===== src/design/pdb_pkg.sv =====
// Shared types and constants for the position PID block with deadband.
// No dependencies; imported by every module of the block.
package pdb_pkg;

	localparam int PosW   = 16;  // Q11.4 positions and target
	localparam int GainW  = 16;  // Q8.8 gains
	localparam int BandW  = 15;  // unsigned bands and limit
	localparam int ErrW   = 17;  // error, integral, previous error
	localparam int DiffW  = 18;  // derivative difference
	localparam int DriveW = 36;  // output, 12 fraction bits
	localparam int CfgIdxW = 3;
	localparam int CfgDataW = 16;

	localparam logic [BandW-1:0] DeadBandRst   = BandW'(32);
	localparam logic [BandW-1:0] SepBandRst    = BandW'(160);
	localparam logic [BandW-1:0] IntLimitRst   = BandW'(160);

	typedef enum logic [CfgIdxW-1:0] {
		REG_TARGET    = 3'd0,
		REG_GAIN_P    = 3'd1,
		REG_GAIN_I    = 3'd2,
		REG_GAIN_D    = 3'd3,
		REG_DEAD_BAND = 3'd4,
		REG_SEP_BAND  = 3'd5,
		REG_INT_LIMIT = 3'd6
	} cfg_idx_t;

	typedef struct packed {
		logic signed [PosW-1:0]  target;
		logic signed [GainW-1:0] gain_p;
		logic signed [GainW-1:0] gain_i;
		logic signed [GainW-1:0] gain_d;
		logic [BandW-1:0]        dead_band;
		logic [BandW-1:0]        separation_band;
		logic [BandW-1:0]        integral_limit;
	} cfg_t;

	// Error-stage result handed to the multiply stage
	typedef struct packed {
		logic                    valid;
		logic signed [ErrW-1:0]  err;
		logic signed [ErrW-1:0]  integ;
		logic signed [DiffW-1:0] diff;
	} err_stage_t;

endpackage


===== src/design/pdb_err_stage.sv =====
// Input register, error/deadband/integral logic and the integral and
// previous-error state. Depends on pdb_pkg.
module pdb_err_stage (
	input  logic                              clk,
	input  logic                              arst_n,
	input  pdb_pkg::cfg_t                     cfg,
	input  logic                              in_valid,
	output logic                              in_stall,
	input  logic signed [pdb_pkg::PosW-1:0]   measured,
	output pdb_pkg::err_stage_t               s2,
	input  logic                              s2_ready
);
	import pdb_pkg::*;

	logic                    valid_s1;
	logic signed [PosW-1:0]  measured_s1;
	logic signed [ErrW-1:0]  integ_q;
	logic signed [ErrW-1:0]  prev_q;
	logic                    valid_s2;
	logic signed [ErrW-1:0]  err_s2;
	logic signed [ErrW-1:0]  integ_s2;
	logic signed [DiffW-1:0] diff_s2;

	logic                    ready_s2;
	logic                    ready_s1;
	logic                    move_s1;
	logic signed [ErrW-1:0]  err;
	logic signed [ErrW-1:0]  db;
	logic signed [ErrW-1:0]  sb;
	logic signed [DiffW-1:0] lim;
	logic                    in_db;
	logic                    integrate;
	logic signed [ErrW-1:0]  err_z;
	logic signed [ErrW-1:0]  integ_base;
	logic signed [DiffW-1:0] sum;
	logic signed [ErrW-1:0]  integ_new;
	logic signed [DiffW-1:0] diff;

	assign ready_s2 = !valid_s2 || s2_ready;
	assign ready_s1 = !valid_s1 || ready_s2;
	assign move_s1  = valid_s1 && ready_s2;
	assign in_stall = !ready_s1;

	always_comb begin
		err   = ErrW'(cfg.target) - ErrW'(measured_s1);
		db    = {2'b00, cfg.dead_band};
		sb    = {2'b00, cfg.separation_band};
		lim   = {3'b000, cfg.integral_limit};
		in_db = (err >= -db) && (err <= db);
		// Deadband clears error and integral before the separation test
		err_z      = in_db ? '0 : err;
		integ_base = in_db ? '0 : integ_q;
		integrate  = (err_z > -sb) && (err_z < sb);
		sum        = DiffW'(integ_base) + DiffW'(err_z);
		if (sum > lim)
			integ_new = lim[ErrW-1:0];
		else if (sum < -lim)
			integ_new = ErrW'(-lim);
		else
			integ_new = sum[ErrW-1:0];
		if (!integrate)
			integ_new = integ_base;
		diff = DiffW'(err_z) - DiffW'(prev_q);
	end

	always_ff @(posedge clk or negedge arst_n) begin
		if (!arst_n) begin
			valid_s1 <= 1'b0;
			valid_s2 <= 1'b0;
			integ_q  <= '0;
			prev_q   <= '0;
		end else begin
			if (ready_s1)
				valid_s1 <= in_valid;
			if (ready_s2)
				valid_s2 <= valid_s1;
			if (move_s1) begin
				integ_q <= integ_new;
				prev_q  <= err_z;
			end
		end
	end

	always_ff @(posedge clk) begin
		if (ready_s1 && in_valid)
			measured_s1 <= measured;
		if (move_s1) begin
			err_s2   <= err_z;
			integ_s2 <= integ_new;
			diff_s2  <= diff;
		end
	end

	assign s2 = {valid_s2, err_s2, integ_s2, diff_s2};

endmodule


===== config.mk =====
export PLATFORM = sky130hd
export DESIGN_NAME = pdb_err_stage
export DESIGN_NICKNAME = d
export VERILOG_FILES = /design/src/design/pdb_pkg.sv /design/src/design/pdb_err_stage.sv
export SDC_FILE = /design/constraint.sdc
export NUM_CORES = 1
export LEC_CHECK = 0
export BUFFER_PORTS_ARGS = -buffer_cell sky130_fd_sc_hd__buf_2
export CAP_MARGIN = 20
export CORE_MARGIN = 4
export CORE_UTILIZATION = 55
export DETAILED_ROUTE_END_ITERATION = 8
export HOLD_SLACK_MARGIN = 0.12
export PLACE_DENSITY = 0.79
export SYNTH_ARGS = -nofsm -noshare
export SYNTH_HDL_FRONTEND = slang
export SYNTH_SLANG_ARGS = --single-unit

===== constraint.sdc =====
create_clock -name clk -period 15 [get_ports clk]
set_input_delay 0.75 -clock clk [delete_from_list [all_inputs] [get_ports clk]]
set_output_delay 0.75 -clock clk [all_outputs]
set_load 0.01 [all_outputs]

==> results.txt <==
The top cell type's share of synthesized area is 20.46%. Headroom to the max-slew limit came out at 31.98%. Sorting the synthesized cells by area gives the leading types as sky130_fd_sc_hd__edfxtp_1 20%, sky130_fd_sc_hd__ha_1 18%, sky130_fd_sc_hd__dfrtp_1 9.0%. The worst register-to-register path ends at integ_s2[15]. The remaining global-route overflow came out at 0. The sequential fraction of the synthesis area is 29.48%. The worst clock skew is 0.01340 ns. The area of the core came out at 17900 µm². STA classifies the critical path endpoint as a flip-flop. After synthesis, the share of flip-flops with an asynchronous set or reset is 34.62%.

In this run the worst path has a maximum fanout of 20. The setup slack of the most critical reg-to-reg path is 4.34 ns. The largest total area in the synthesized netlist belongs to sky130_fd_sc_hd__edfxtp_1. The worst supply voltage drop on vdd is 93.47 µV. After legalization and detailed placement, the total HPWL measured 19.98 mm.

The final-report hold violation count came out at 0. The number of cells on the worst hold path is 2. The master cell of the clock root buffer is sky130_fd_sc_hd__clkbuf_16. The number of vias per cell after detailed routing is 5.902. The clock net in this run drives a total of 104 sinks. The hold-fix buffer count after cts came out at 0. The total die area came out at 20370 µm². The biggest cell delay along the critical path is 0.86 ns. The worst hold path begins at prev_q[0]. The initial cell density of the core came out at 55.76%. Max-cap violations in this run came to 0. The endpoint of the worst hold path is prev_q[0]. The via count of the first global-routing pass is 8647. The share of final-layout standard cells stronger than drive strength 1 came out at 14.88%. The type of the tightest min-delay check is flip-flop to flip-flop. The setup slack of the critical path after layout is 4.213 ns.

A synthesized cell averages 8.726 µm². The pre-CTS setup slack came out at 4.143 ns. The startpoint class of the critical path is an input port. The height of the chip is 142.7 µm. The post-detailed-route count of antenna-violating nets came out at 0. The worst-case clock buffer depth is 2. The slew at the pin closest to its max-slew limit came out at 1.017 ns. The average wire per cell in the routed design came out at 17.07 µm. The clock latency on the worst-skew pair came out at 0.36 ns. The number of distinct library cells after synthesis came out at 81. The detailed-route DRC error count is 0. The number of detailed-route iterations in the first pass is 5. The cell that appears most often on the critical path is sky130_fd_sc_hd__ha_1. The number of nets in the synthesized netlist came out at 1415. After synthesis the netlist holds a flip-flop and latch count of 104. In the final design database the tool counted 1536 nets.

The arrival time reported for the critical path endpoint is 10.89 ns. Synthesis handed over a netlist of 1144 instances. By count the netlist is led by 141 x sky130_fd_sc_hd__ha_1, 124 x sky130_fd_sc_hd__inv_1, 92 x sky130_fd_sc_hd__nor2_1. The count of pins over their slew limit came out at 0. In this run the critical register-to-register path is launched from measured_s1[5].

The power density over the cells is 191.9 nW/µm². The initial antenna violation count came out at 1. In this run the post-CTS setup repair buffer count came out at 0. The time the worst path needs with I/O delays and setup came out at 10.79 ns.

From synthesis to final layout, the design area changed by 11.44%. The number of antenna diodes in the final layout is 0. The floorplan step set the die width to 142.7 µm. TritonCTS built the clock tree. The first-iteration detailed-routing DRC count came out at 568. The CTS buffer count is 9. The number of placed cells counting well taps came out at 1483. After the flow finishes, the layout carries non-filler instances totaling 1499. Global routing consumed, over all layers together, 25.49% of the routing resources.

The clock input transition at the sequential cells of the worst setup and hold paths is 0.07 ns. 183 I/O pins were placed. The critical path is of the input port to flip-flop type.

Yosys printed 0 warnings. The total wire length is 25.59 mm. Detailed routing inserted a total of 8847 vias.

The part of the cycle the worst path needs came out at 71.91%. The count of port buffers added during placement came out at 134. sky130_fd_sc_hd__ha_1 is the most common cell in the netlist. The worst reg2reg path depth is 35. The most common flop cell mapped by yosys is sky130_fd_sc_hd__edfxtp_1. The flow ran to the end, and the final reports show no timing, DRC or antenna violations. CTS built an H-tree with a depth of 3. The placement row count is 49.

In this run the cell area of the synthesized design comes to 9982 µm². Routability-driven placement finished with a final weighted congestion of 0.9575. The highest clock rate came out at 92.71 MHz.

The largest individual stage delay along the critical path comes from the cell sky130_fd_sc_hd__a2111oi_0. Setup violations remaining at the end of the flow were counted as 0. Yosys mapped a number of flops with a built-in enable equal to 68. The post-cts gate resize count came out at 0. The aggregate negative setup slack came out at 0 ns. Setup repair after global routing left no endpoint under its margin. The pin count of the biggest net entering global routing is 74. For this design the static power due to leakage is 5.134 nW. At the worst endpoint, the required time is 15.10 ns.

The first global-routing pass estimated 41.81 mm of wire.
[how the worst max path moves through the flow]
stage / start / end / slack [ns]
floorplan: cfg[93] / integ_s2[10] / 6.44
global placement: cfg[93] / integ_s2[15] / 4.36
detailed placement: cfg[93] / integ_s2[15] / 4.14
CTS: cfg[93] / integ_s2[15] / 4.50
global route: cfg[34] / integ_s2[15] / 3.38
finish: cfg[98] / integ_s2[15] / 4.21
[worst max-delay path, delay by kind of cell]
kind	cells	cell delay [ns]
and+or+nand+nor	14	4.37
adders and majority gates	4	1.31
AOI/OAI and AO/OA	14	3.77
buffers and inverters	2	0.31
xor gates and xnor gates	1	0.35
[power by group]
group / internal [mW] / switching, mW / leakage [nW]
combinational: 0.557 / 0.881 / 3.88
clock: 0.115 / 0.116 / 0.133
sequential: 0.442 / 0.0246 / 1.12
total: 1.11 / 1.02 / 5.13
[metrics by stage]
stage | utilization (%) | power [mW] | hold slack [ns] | cell area [µm²]
CTS | 62.14 | 2.129 | 0.4987 | 11120
detailed placement | 60.57 | 1.888 | 0.4816 | 10840
global placement | 60.57 | 1.853 | 0.4681 | 10840
floorplan | - | 1.537 | 0.4498 | 9982
global route | 62.14 | 2.329 | 0.5143 | 11120
finish | 62.14 | 2.135 | 0.5001 | 11120
[cells in the final DEF, fill, tap and decap left out, types with 9 or more instances in the layout]
cell / instances
sky130_fd_sc_hd__a211o_1: 9
sky130_fd_sc_hd__a211oi_1: 22
sky130_fd_sc_hd__a21o_1: 29
sky130_fd_sc_hd__a21oi_1: 78
sky130_fd_sc_hd__and2_1: 24
sky130_fd_sc_hd__buf_2: 134
sky130_fd_sc_hd__clkbuf_16: 9
sky130_fd_sc_hd__dfrtp_1: 36
sky130_fd_sc_hd__edfxtp_1: 68
sky130_fd_sc_hd__ha_1: 141
sky130_fd_sc_hd__inv_1: 123
sky130_fd_sc_hd__nand2_1: 77
sky130_fd_sc_hd__nand2b_1: 21
sky130_fd_sc_hd__nand3_1: 33
sky130_fd_sc_hd__nand4_1: 17
sky130_fd_sc_hd__nor2_1: 92
sky130_fd_sc_hd__nor2b_1: 10
sky130_fd_sc_hd__nor3_1: 29
sky130_fd_sc_hd__nor4_1: 11
sky130_fd_sc_hd__o21a_1: 13
sky130_fd_sc_hd__o21ai_0: 53
sky130_fd_sc_hd__o21bai_1: 9
sky130_fd_sc_hd__o31ai_1: 20
sky130_fd_sc_hd__o32ai_1: 9
sky130_fd_sc_hd__or3_1: 9
sky130_fd_sc_hd__xnor2_1: 63
sky130_fd_sc_hd__xor2_1: 11
[final cells by class]
| type | instances | area (µm²) |
|---|---|---|
| Fill cell | 1612 | 6778 |
| Multi-Input combinational cell | 886 | 6434 |
| Sequential cell | 104 | 2943 |
| Timing Repair Buffer | 140 | 715.7 |
| Inverter | 124 | 465.4 |
| Tap cell | 229 | 286.5 |
| Clock buffer | 9 | 225.2 |
| Clock inverter | 7 | 55.05 |
[per-layer routing]
layer  vias to the layer above  wire, µm  part of all wire (%)  track usage [%]
met5                         -         7                 0.027                0
met1                      4068     11290                    44            33.28
met4                         2       983                   3.8            10.56
met3                        64      1730                   6.8            4.521
met2                       279     11580                    45            41.86
li1                       4434         -                     -                -
[state kept, by name, summed over array words and instances, names as in the netlist]
signal	count
diff_s2	18
err_s2	17
integ_q	17
integ_s2	17
prev_q	17
measured_s1	16
valid_s1	1
valid_s2	1
[logic make-up after synthesis]
logic type | Yosys count | synth area share, %
simple gates | 352 | 17.42
flops | 104 | 29.48
xor+xnor | 74 | 6.493
fa+ha+maj | 145 | 18.17
buf+inv | 154 | 6.067
mux | 2 | 0.2131
compound gates | 313 | 22.15
Note: power is estimated with default switching activity, not from simulation.
