$ cat config.mk
export PLATFORM = sky130hd
export DESIGN_NAME = pdb_cfg_regs
export DESIGN_NICKNAME = d
export VERILOG_FILES = /design/src/design/pdb_pkg.sv /design/src/design/pdb_cfg_regs.sv
export SDC_FILE = /design/constraint.sdc
export NUM_CORES = 1
export LEC_CHECK = 0
export BUFFER_PORTS_ARGS = -buffer_cell sky130_fd_sc_hd__clkbuf_2
export CORE_ASPECT_RATIO = 1.4
export CORE_MARGIN = 2
export CORE_UTILIZATION = 45
export CTS_BUF_LIST = sky130_fd_sc_hd__clkbuf_4 sky130_fd_sc_hd__clkbuf_8 sky130_fd_sc_hd__clkbuf_16
export CTS_CLUSTER_SIZE = 24
export DETAILED_ROUTE_END_ITERATION = 12
export PLACE_DENSITY = 0.69
export SYNTH_ARGS = -nofsm -noshare
export SYNTH_HDL_FRONTEND = slang
export SYNTH_SLANG_ARGS = --single-unit
$ cat constraint.sdc
create_clock -name clk -period 0.85 [get_ports clk]
set_input_delay 0.1275 -clock clk [delete_from_list [all_inputs] [get_ports clk]]
set_output_delay 0.1275 -clock clk [all_outputs]
set_load 0.005 [all_outputs]
$ cat src/design/pdb_pkg.sv
// Shared types and constants for the position PID block with deadband.
// No dependencies; imported by every module of the block.
package pdb_pkg;

	localparam int PosW   = 16;  // Q11.4 positions and target
	localparam int GainW  = 16;  // Q8.8 gains
	localparam int BandW  = 15;  // unsigned bands and limit
	localparam int ErrW   = 17;  // error, integral, previous error
	localparam int DiffW  = 18;  // derivative difference
	localparam int DriveW = 36;  // output, 12 fraction bits
	localparam int CfgIdxW = 3;
	localparam int CfgDataW = 16;

	localparam logic [BandW-1:0] DeadBandRst   = BandW'(32);
	localparam logic [BandW-1:0] SepBandRst    = BandW'(160);
	localparam logic [BandW-1:0] IntLimitRst   = BandW'(160);

	typedef enum logic [CfgIdxW-1:0] {
		REG_TARGET    = 3'd0,
		REG_GAIN_P    = 3'd1,
		REG_GAIN_I    = 3'd2,
		REG_GAIN_D    = 3'd3,
		REG_DEAD_BAND = 3'd4,
		REG_SEP_BAND  = 3'd5,
		REG_INT_LIMIT = 3'd6
	} cfg_idx_t;

	typedef struct packed {
		logic signed [PosW-1:0]  target;
		logic signed [GainW-1:0] gain_p;
		logic signed [GainW-1:0] gain_i;
		logic signed [GainW-1:0] gain_d;
		logic [BandW-1:0]        dead_band;
		logic [BandW-1:0]        separation_band;
		logic [BandW-1:0]        integral_limit;
	} cfg_t;

	// Error-stage result handed to the multiply stage
	typedef struct packed {
		logic                    valid;
		logic signed [ErrW-1:0]  err;
		logic signed [ErrW-1:0]  integ;
		logic signed [DiffW-1:0] diff;
	} err_stage_t;

endpackage

$ cat src/design/pdb_cfg_regs.sv
// Configuration register file for the position PID block.
// Depends on pdb_pkg.
module pdb_cfg_regs (
	input  logic                          clk,
	input  logic                          arst_n,
	input  logic                          cfg_valid,
	input  logic [pdb_pkg::CfgIdxW-1:0]   cfg_index,
	input  logic [pdb_pkg::CfgDataW-1:0]  cfg_data,
	output pdb_pkg::cfg_t                 cfg
);
	import pdb_pkg::*;

	cfg_t cfg_q;

	always_ff @(posedge clk or negedge arst_n) begin
		if (!arst_n) begin
			cfg_q.target          <= '0;
			cfg_q.gain_p          <= '0;
			cfg_q.gain_i          <= '0;
			cfg_q.gain_d          <= '0;
			cfg_q.dead_band       <= DeadBandRst;
			cfg_q.separation_band <= SepBandRst;
			cfg_q.integral_limit  <= IntLimitRst;
		end else if (cfg_valid) begin
			case (cfg_idx_t'(cfg_index))
				REG_TARGET:    cfg_q.target          <= cfg_data;
				REG_GAIN_P:    cfg_q.gain_p          <= cfg_data;
				REG_GAIN_I:    cfg_q.gain_i          <= cfg_data;
				REG_GAIN_D:    cfg_q.gain_d          <= cfg_data;
				REG_DEAD_BAND: cfg_q.dead_band       <= cfg_data[BandW-1:0];
				REG_SEP_BAND:  cfg_q.separation_band <= cfg_data[BandW-1:0];
				REG_INT_LIMIT: cfg_q.integral_limit  <= cfg_data[BandW-1:0];
				default: ; // drop writes beyond the register list
			endcase
		end
	end

	assign cfg = cfg_q;

endmodule

==> flow_metrics.env, run 1 <==
export IMPL_cts_sinks=109
export IMPL_worstPathMaxFanout=2
export IMPL_cp_slowest_stage_delay_ns=0.54
export IMPL_violations="negative setup slack"
export IMPL_setup_viol=209
export IMPL_coreArea_um2=9030
export IMPL_wl_per_cell_um=19.8
export IMPL_final_util_pct=74.6
export IMPL_synth_avg_cell_area_um2=17.6
export IMPL_grt_max_degree=44
export IMPL_met3_usage_pct=3.70
export IMPL_synthesis_nets=261
export IMPL_use_met2_pct=34.2
export IMPL_num_vias=2864
export IMPL_largest_reg_flops=109
export IMPL_status="complete, but fails checks"
export IMPL_ys_seq_area_share_pct=65.0
export IMPL_postRouteAntennaNets=0
export IMPL_multi_input_comb_area_um2=1760
export IMPL_ios=131
export IMPL_layout_nets=480
export IMPL_drc=0
export IMPL_fin_crit_sh_pct=133
export IMPL_die_area_um2=10100
export IMPL_synthMuxAreaShare_pct=30.1
export IMPL_globalplace_congestion=0.754
export IMPL_synth_compound_area_share_pct=0
export IMPL_power_total_mw=16.4
export IMPL_cts_tree="built"
export IMPL_clkTransAtPathRegs_ns=0.07
export IMPL_hold_viol=0
export IMPL_post_synth_and_or_nand_nor_area_fraction_pct=2.47
export IMPL_synth_xor_area_share_pct=0
export IMPL_final_common_cell="clkbuf_2"
export IMPL_synth_cell_types=11
export IMPL_netlist_area_um2=4210
export IMPL_end_kind="output pin"
export IMPL_worstMarginPinSlew_ns=0.262
export IMPL_grt_pass1_vias=2898
export IMPL_max_cap_violations=0
export IMPL_num_fill_cells=574
export IMPL_synth_seq_cells=109
export IMPL_crit_chain="clkbuf_2"
export IMPL_vias_per_cell=5.02
export IMPL_rsz0062_at_grt="true"
export IMPL_synth_warnings=0
export IMPL_vdd_drop_max_mv=2.17
export IMPL_crit_path_start_kind="flip-flop"
export IMPL_grtUsageTotal_pct=21.7
export IMPL_fin_ws_ns=-0.278
export IMPL_grt_busiest_layer="met2"
export IMPL_period_minus_slack_ns=1.13
export IMPL_max_freq_ghz=0.886
export IMPL_start_util_pct=46.6
export IMPL_worst_ep_arrival_time_ns=1.00
export IMPL_ff_latch_area_um2=2730
export IMPL_relSlewSlack_pct=82.6
export IMPL_worst_path_max_delay_cell="dfstp_2"
export IMPL_dpl_hpwl_um=6690
export IMPL_met1_usage_pct=29.9
export IMPL_layout_common_cells="124 x clkbuf_2, 104 x dfrtp_1, 102 x mux2_4"
export IMPL_slew_viol_final=0
export IMPL_synth_top_family_by_area="multiplexers"
export IMPL_grt_pass1_wl_um=16700
export IMPL_power_density_nw_per_um2=2440
export IMPL_grt_ovfl_total=0
export IMPL_p_leak_nw=3.51
export IMPL_initialDrtViolationCount=94
export IMPL_holdCritPathClass="in2reg"
export IMPL_n_antenna_cell=0
export IMPL_drive_gt1_share_pct=77.3
export IMPL_fin_skew_ns=0
export IMPL_area_growth_syn_to_layout_pct=60.0
export IMPL_die_w_um=85.7
export IMPL_clk_insertion_delay_late_ns=0.35
export IMPL_first_pass_iters=4
export IMPL_root_buffer="clkbuf_16"
export IMPL_cts_buffers=9
export IMPL_rows=41
export IMPL_worst_ep_required_time_ns=0.72
export IMPL_die_height_um=118
export IMPL_port_buffers=130
export IMPL_htreeDepth=3
export IMPL_synthCells=239
export IMPL_worstSetupPathType="reg2out"
export IMPL_wl_um=11300
export IMPL_cp_num_buf_inv=1
export IMPL_antenna_found_initial=0
export IMPL_synth_fa_ha_area_share_pct=0
export IMPL_critical_path_top_delay_family="flip-flops"
export IMPL_cts_buffer_depth=2
## worst reg2reg max path: stages, from the launching register on
cell and delay, ns:
dfrtp_1 0.41, buf_4 0.15, mux2_4 0.26
## path summary, 6_finish.rpt
path,startpoint,endpoint,slack (ns),depth (start not counted)
min reg2reg,cfg[19]$_DFFE_PN0P_,cfg[19]$_DFFE_PN0P_,0.51,1
max reg2reg,cfg[83]$_DFFE_PN0P_,cfg[83]$_DFFE_PN0P_,-0.08,2
max in group asynchronous,arst_n,cfg[35]$_DFFE_PN1P_,0.19,3
min in group asynchronous,arst_n,cfg[52]$_DFFE_PN0P_,0.15,2
max,cfg[7]$_DFFE_PN1P_,cfg[7],-0.28,1
min,cfg_data[15],cfg[108]$_DFFE_PN0P_,0.07,2
## per-stage QoR
step	hold slack [ns]	worst slack, ns	TNS (ns)	std cells	cell area (µm²)
floorplan	-0.168	-0.484	-31.69	239	4450
global placement	-0.0280	-0.464	-42.99	481	5350
detailed placement	-0.0301	-0.496	-45.25	481	5350
CTS	0.0581	-0.297	-19.98	550	6330
global route	0.0775	-0.304	-28.85	570	6730
finish	0.0709	-0.278	-24.11	570	6730
## metal layers
| layer | vias to the layer above | share of wire (%) |
|---|---|---|
| met4 | 0 | 1.7 |
| met2 | 97 | 50 |
| met3 | 13 | 5.0 |
| met1 | 1464 | 43 |
| met5 | - | 0 |
| li1 | 1290 | - |
## synth_stat cells
master    number  area (µm²)
dfstp_2        5         131
nor4bb_1       1        10.0
mux2_4        10         150
nor4b_4        1        23.8
mux2_2        99        1110
buf_4          1        7.51
and4bb_2       2        25.0
buf_2          8        40.0
dfrtp_1      104        2600
buf_6          5        56.3
nand4b_2       3        45.0
## cells by family after synthesis
logic type / after synthesis
multiplexers: 109
flip-flops: 109
buffers and inverters: 14
AND/OR/NAND/NOR: 7
## where the power goes
part / switching [mW] / internal (mW)
logic: 1.47 / 3.23
registers: 0.716 / 6.37
clock network: 1.95 / 2.69
## layout make-up
class                   count  share of cell area (%)
clock buffers              10                    3.55
multi-input cells         116                    26.2
flip-flops and latches    109                    40.6
clock inverters             6                    1.41
repair buffers            222                    26.2
well taps                 107                    1.99
## repair_timing
action                                  CTS  global route
endpoints found under the hold margin   105             0
hold buffers                              1             0
pin swaps                                 7             4
endpoints found under the setup margin  178           216
setup buffers                            48            20
cloned                                    4             2
gates resized for setup                  43            64
(Power assumes the default switching activity.)
==> inputs of run 2 (changes only) <==
--- a/config.mk
+++ b/config.mk
@@ -5,6 +5,7 @@
 export SDC_FILE = /design/constraint.sdc
 export NUM_CORES = 1
 export LEC_CHECK = 0
+export ABC_AREA = 1
 export BUFFER_PORTS_ARGS = -buffer_cell sky130_fd_sc_hd__clkbuf_2
 export CORE_ASPECT_RATIO = 1.4
 export CORE_MARGIN = 2
@@ -12,7 +13,7 @@
 export CTS_BUF_LIST = sky130_fd_sc_hd__clkbuf_4 sky130_fd_sc_hd__clkbuf_8 sky130_fd_sc_hd__clkbuf_16
 export CTS_CLUSTER_SIZE = 24
 export DETAILED_ROUTE_END_ITERATION = 12
-export PLACE_DENSITY = 0.69
+export PLACE_DENSITY = 0.68
 export SYNTH_ARGS = -nofsm -noshare
 export SYNTH_HDL_FRONTEND = slang
 export SYNTH_SLANG_ARGS = --single-unit
==> run 2 against run 1 <==
Net effect:
- the run still ends with negative setup slack left
- combinational power decreased by 23%
- clock-buffer cell count increased by 3
- final cell count increased by 43%
- synthesized cell count increased by 100%
- sequential share of layout area increased by 3.9 points
- flip-flop and latch count unchanged
- cell area decreased by 8.8%
- clock power decreased by 11%
- die area increased by 1.7%
- wire length increased by 13%
- highest routed layer unchanged
- area after synthesis increased by 1.8%
- largest cell class unchanged
==> flow_metrics.env, run 2 <==
export IMPL_worst_ep_required_time_ns=0.72
export IMPL_fin_crit_sh_pct=132
export IMPL_clkTransAtPathRegs_ns=0.07
export IMPL_globalplace_congestion=0.832
export IMPL_ys_seq_area_share_pct=63.9
export IMPL_layout_nets=722
export IMPL_die_w_um=86.4
export IMPL_antenna_found_initial=0
export IMPL_grt_max_degree=36
export IMPL_hold_viol=0
export IMPL_coreArea_um2=9350
export IMPL_critical_path_top_delay_family="flip-flops"
export IMPL_grt_ovfl_total=0
export IMPL_synth_most_common_cell="nand2_1"
export IMPL_fin_skew_ns=0
export IMPL_wl_um=12700
export IMPL_slew_viol_final=0
export IMPL_synthesis_nets=504
export IMPL_clk_insertion_delay_late_ns=0.34
export IMPL_yosysTopAreaCellShare_pct=60.8
export IMPL_crit_chain="buf_6"
export IMPL_root_buffer="clkbuf_16"
export IMPL_synth_warnings=0
export IMPL_die_area_um2=10300
export IMPL_port_buffers=130
export IMPL_grtUsageTotal_pct=24.5
export IMPL_drc=0
export IMPL_die_height_um=119
export IMPL_largest_reg_flops=109
export IMPL_synthCells=482
export IMPL_period_minus_slack_ns=1.12
export IMPL_synth_edf_count=0
export IMPL_final_common_cell="nand2_1"
export IMPL_start_util_pct=45.8
export IMPL_p_leak_nw=3.58
export IMPL_worst_path_max_delay_cell="dfstp_2"
export IMPL_rows=42
export IMPL_layout_common_cells="266 x nand2_1, 127 x clkbuf_2, 104 x dfrtp_1"
export IMPL_relSlewSlack_pct=76.7
export IMPL_post_place_ws_ns=-0.248
export IMPL_async_flop_share_pct=100
export IMPL_htreeDepth=3
export IMPL_grt_pass1_vias=3832
export IMPL_violations="negative setup slack"
export IMPL_num_vias=4075
export IMPL_holdCritPathClass="in2reg"
export IMPL_cts_sinks=109
export IMPL_drive_gt1_share_pct=38.1
export IMPL_cp_num_buf_inv=1
export IMPL_vdd_drop_max_mv=1.10
export IMPL_final_util_pct=65.6
export IMPL_max_freq_ghz=0.893
export IMPL_yosys_area_top_type="dfrtp_1"
export IMPL_wl_per_cell_um=15.6
export IMPL_synth_flop_cell="dfrtp_1"
export IMPL_crit_path_start_kind="flip-flop"
export IMPL_cts_buffer_depth=2
export IMPL_worstPathMaxFanout=2
export IMPL_power_density_nw_per_um2=2370
export IMPL_area_growth_syn_to_layout_pct=43.4
export IMPL_hold_ws_ns=0.0739
export IMPL_first_pass_iters=5
export IMPL_end_kind="output pin"
export IMPL_synth_cell_types=12
export IMPL_ios=131
export IMPL_postRouteAntennaNets=0
export IMPL_placed_area_um2=5260
export IMPL_synth_commonest_cells="272 x nand2_1, 104 x dfrtp_1, 63 x nand3_1"
export IMPL_initialDrtViolationCount=363
export IMPL_max_cap_violations=0
export IMPL_worstSetupPathType="reg2out"
export IMPL_worstMarginPinSlew_ns=0.349
export IMPL_cts_buffers=9
export IMPL_synth_avg_cell_area_um2=8.88
export IMPL_rsz0062_at_grt="true"
export IMPL_n_antenna_cell=0
export IMPL_vias_per_cell=5.01
export IMPL_fin_ws_ns=-0.269
export IMPL_setup_viol=116
export IMPL_worst_ep_arrival_time_ns=0.99
export IMPL_status="complete, but fails checks"
export IMPL_cts_tree="built"
export IMPL_dpl_hpwl_um=8610
export IMPL_final_area_um2=6140
export IMPL_netlist_area_um2=4280
export IMPL_synth_seq_cells=109
export IMPL_grt_pass1_wl_um=19400
export IMPL_cp_slowest_stage_delay_ns=0.55
export IMPL_synth_area_top_cells="dfrtp_1 61%, nand2_1 24%, nand3_1 7.4%, dfstp_2 3.1%, buf_2 2.0%"
run 2: changes by cell type in the layout (fill, tap and decap cells not counted), sizes merged, moves of 2 or more:
cell      before  now
nand3          0   63
mux2         109    0
clkinvlp       2    0
nor2           0    7
inv            1    6
buf           91  100
and4bb         2    0
nand2          0  276
nand4b         3    0
run 2: area by class of cell:
| class | instances | area, µm² |
|---|---|---|
| timing repair buffer | 228 | 1520 |
| inverter | 6 | 22.5 |
| multi-input combinational | 346 | 1440 |
| clock inverter | 2 | 35.0 |
| tap | 110 | 138 |
| sequential | 109 | 2730 |
| clock buffer | 13 | 255 |
| fill | 799 | 3210 |
run 2: what timing repair did:
item                                    in CTS  in global routing
buffers inserted                            41                 33
pin swaps                                    0                  3
endpoints found under the setup margin     109                109
gates resized for setup                      0                  8
hold buffers                                 1                  0
endpoints found under the hold margin      104                  0
run 2: worst paths after layout:
| path | from | end | slack, ns | cells after the start |
|---|---|---|---|---|
| max reg2reg | cfg[69]$_DFFE_PN0P_ | cfg[69]$_DFFE_PN0P_ | -0.02 | 4 |
| max | cfg[7]$_DFFE_PN1P_ | cfg[7] | -0.27 | 1 |
| min in group asynchronous | arst_n | cfg[65]$_DFFE_PN0P_ | 0.20 | 2 |
| min | cfg_data[15] | cfg[60]$_DFFE_PN0P_ | 0.07 | 3 |
| min reg2reg | cfg[35]$_DFFE_PN1P_ | cfg[35]$_DFFE_PN1P_ | 0.47 | 2 |
| max in group asynchronous | arst_n | cfg[20]$_DFFE_PN1P_ | 0.18 | 3 |
run 2: kinds of logic after synthesis:
kind of cell / share of synthesized area, %
DFF: 63.9
and+or+nand+nor: 33.2
buffers and inverters: 2.95
run 2: report_power, final:
part / switching [mW] / internal [mW]
Clock: 1.75 / 2.40
Combinational: 1.63 / 1.98
Sequential: 0.596 / 6.19
Total: 3.98 / 10.6
run 2: routing by layer:
| layer | part of all wire, % | GRT usage (%) | routed length, µm |
|---|---|---|---|
| met3 | 5.0 | 4.16 | 636 |
| met2 | 52 | 39.9 | 6620 |
| met1 | 40 | 31.6 | 5080 |
| met5 | 0 | 0 | 0 |
| met4 | 3.1 | 11.3 | 392 |
run 2: through the flow:
stage,power [mW],setup TNS [ns],cells
after floorplan,7.79,-0.0537,482
after global placement,9.39,-17.10,724
after detailed placement,9.49,-19.51,724
after CTS,14.2,-14.76,781
after global routing,15.3,-17.26,814
final,14.5,-13.69,814
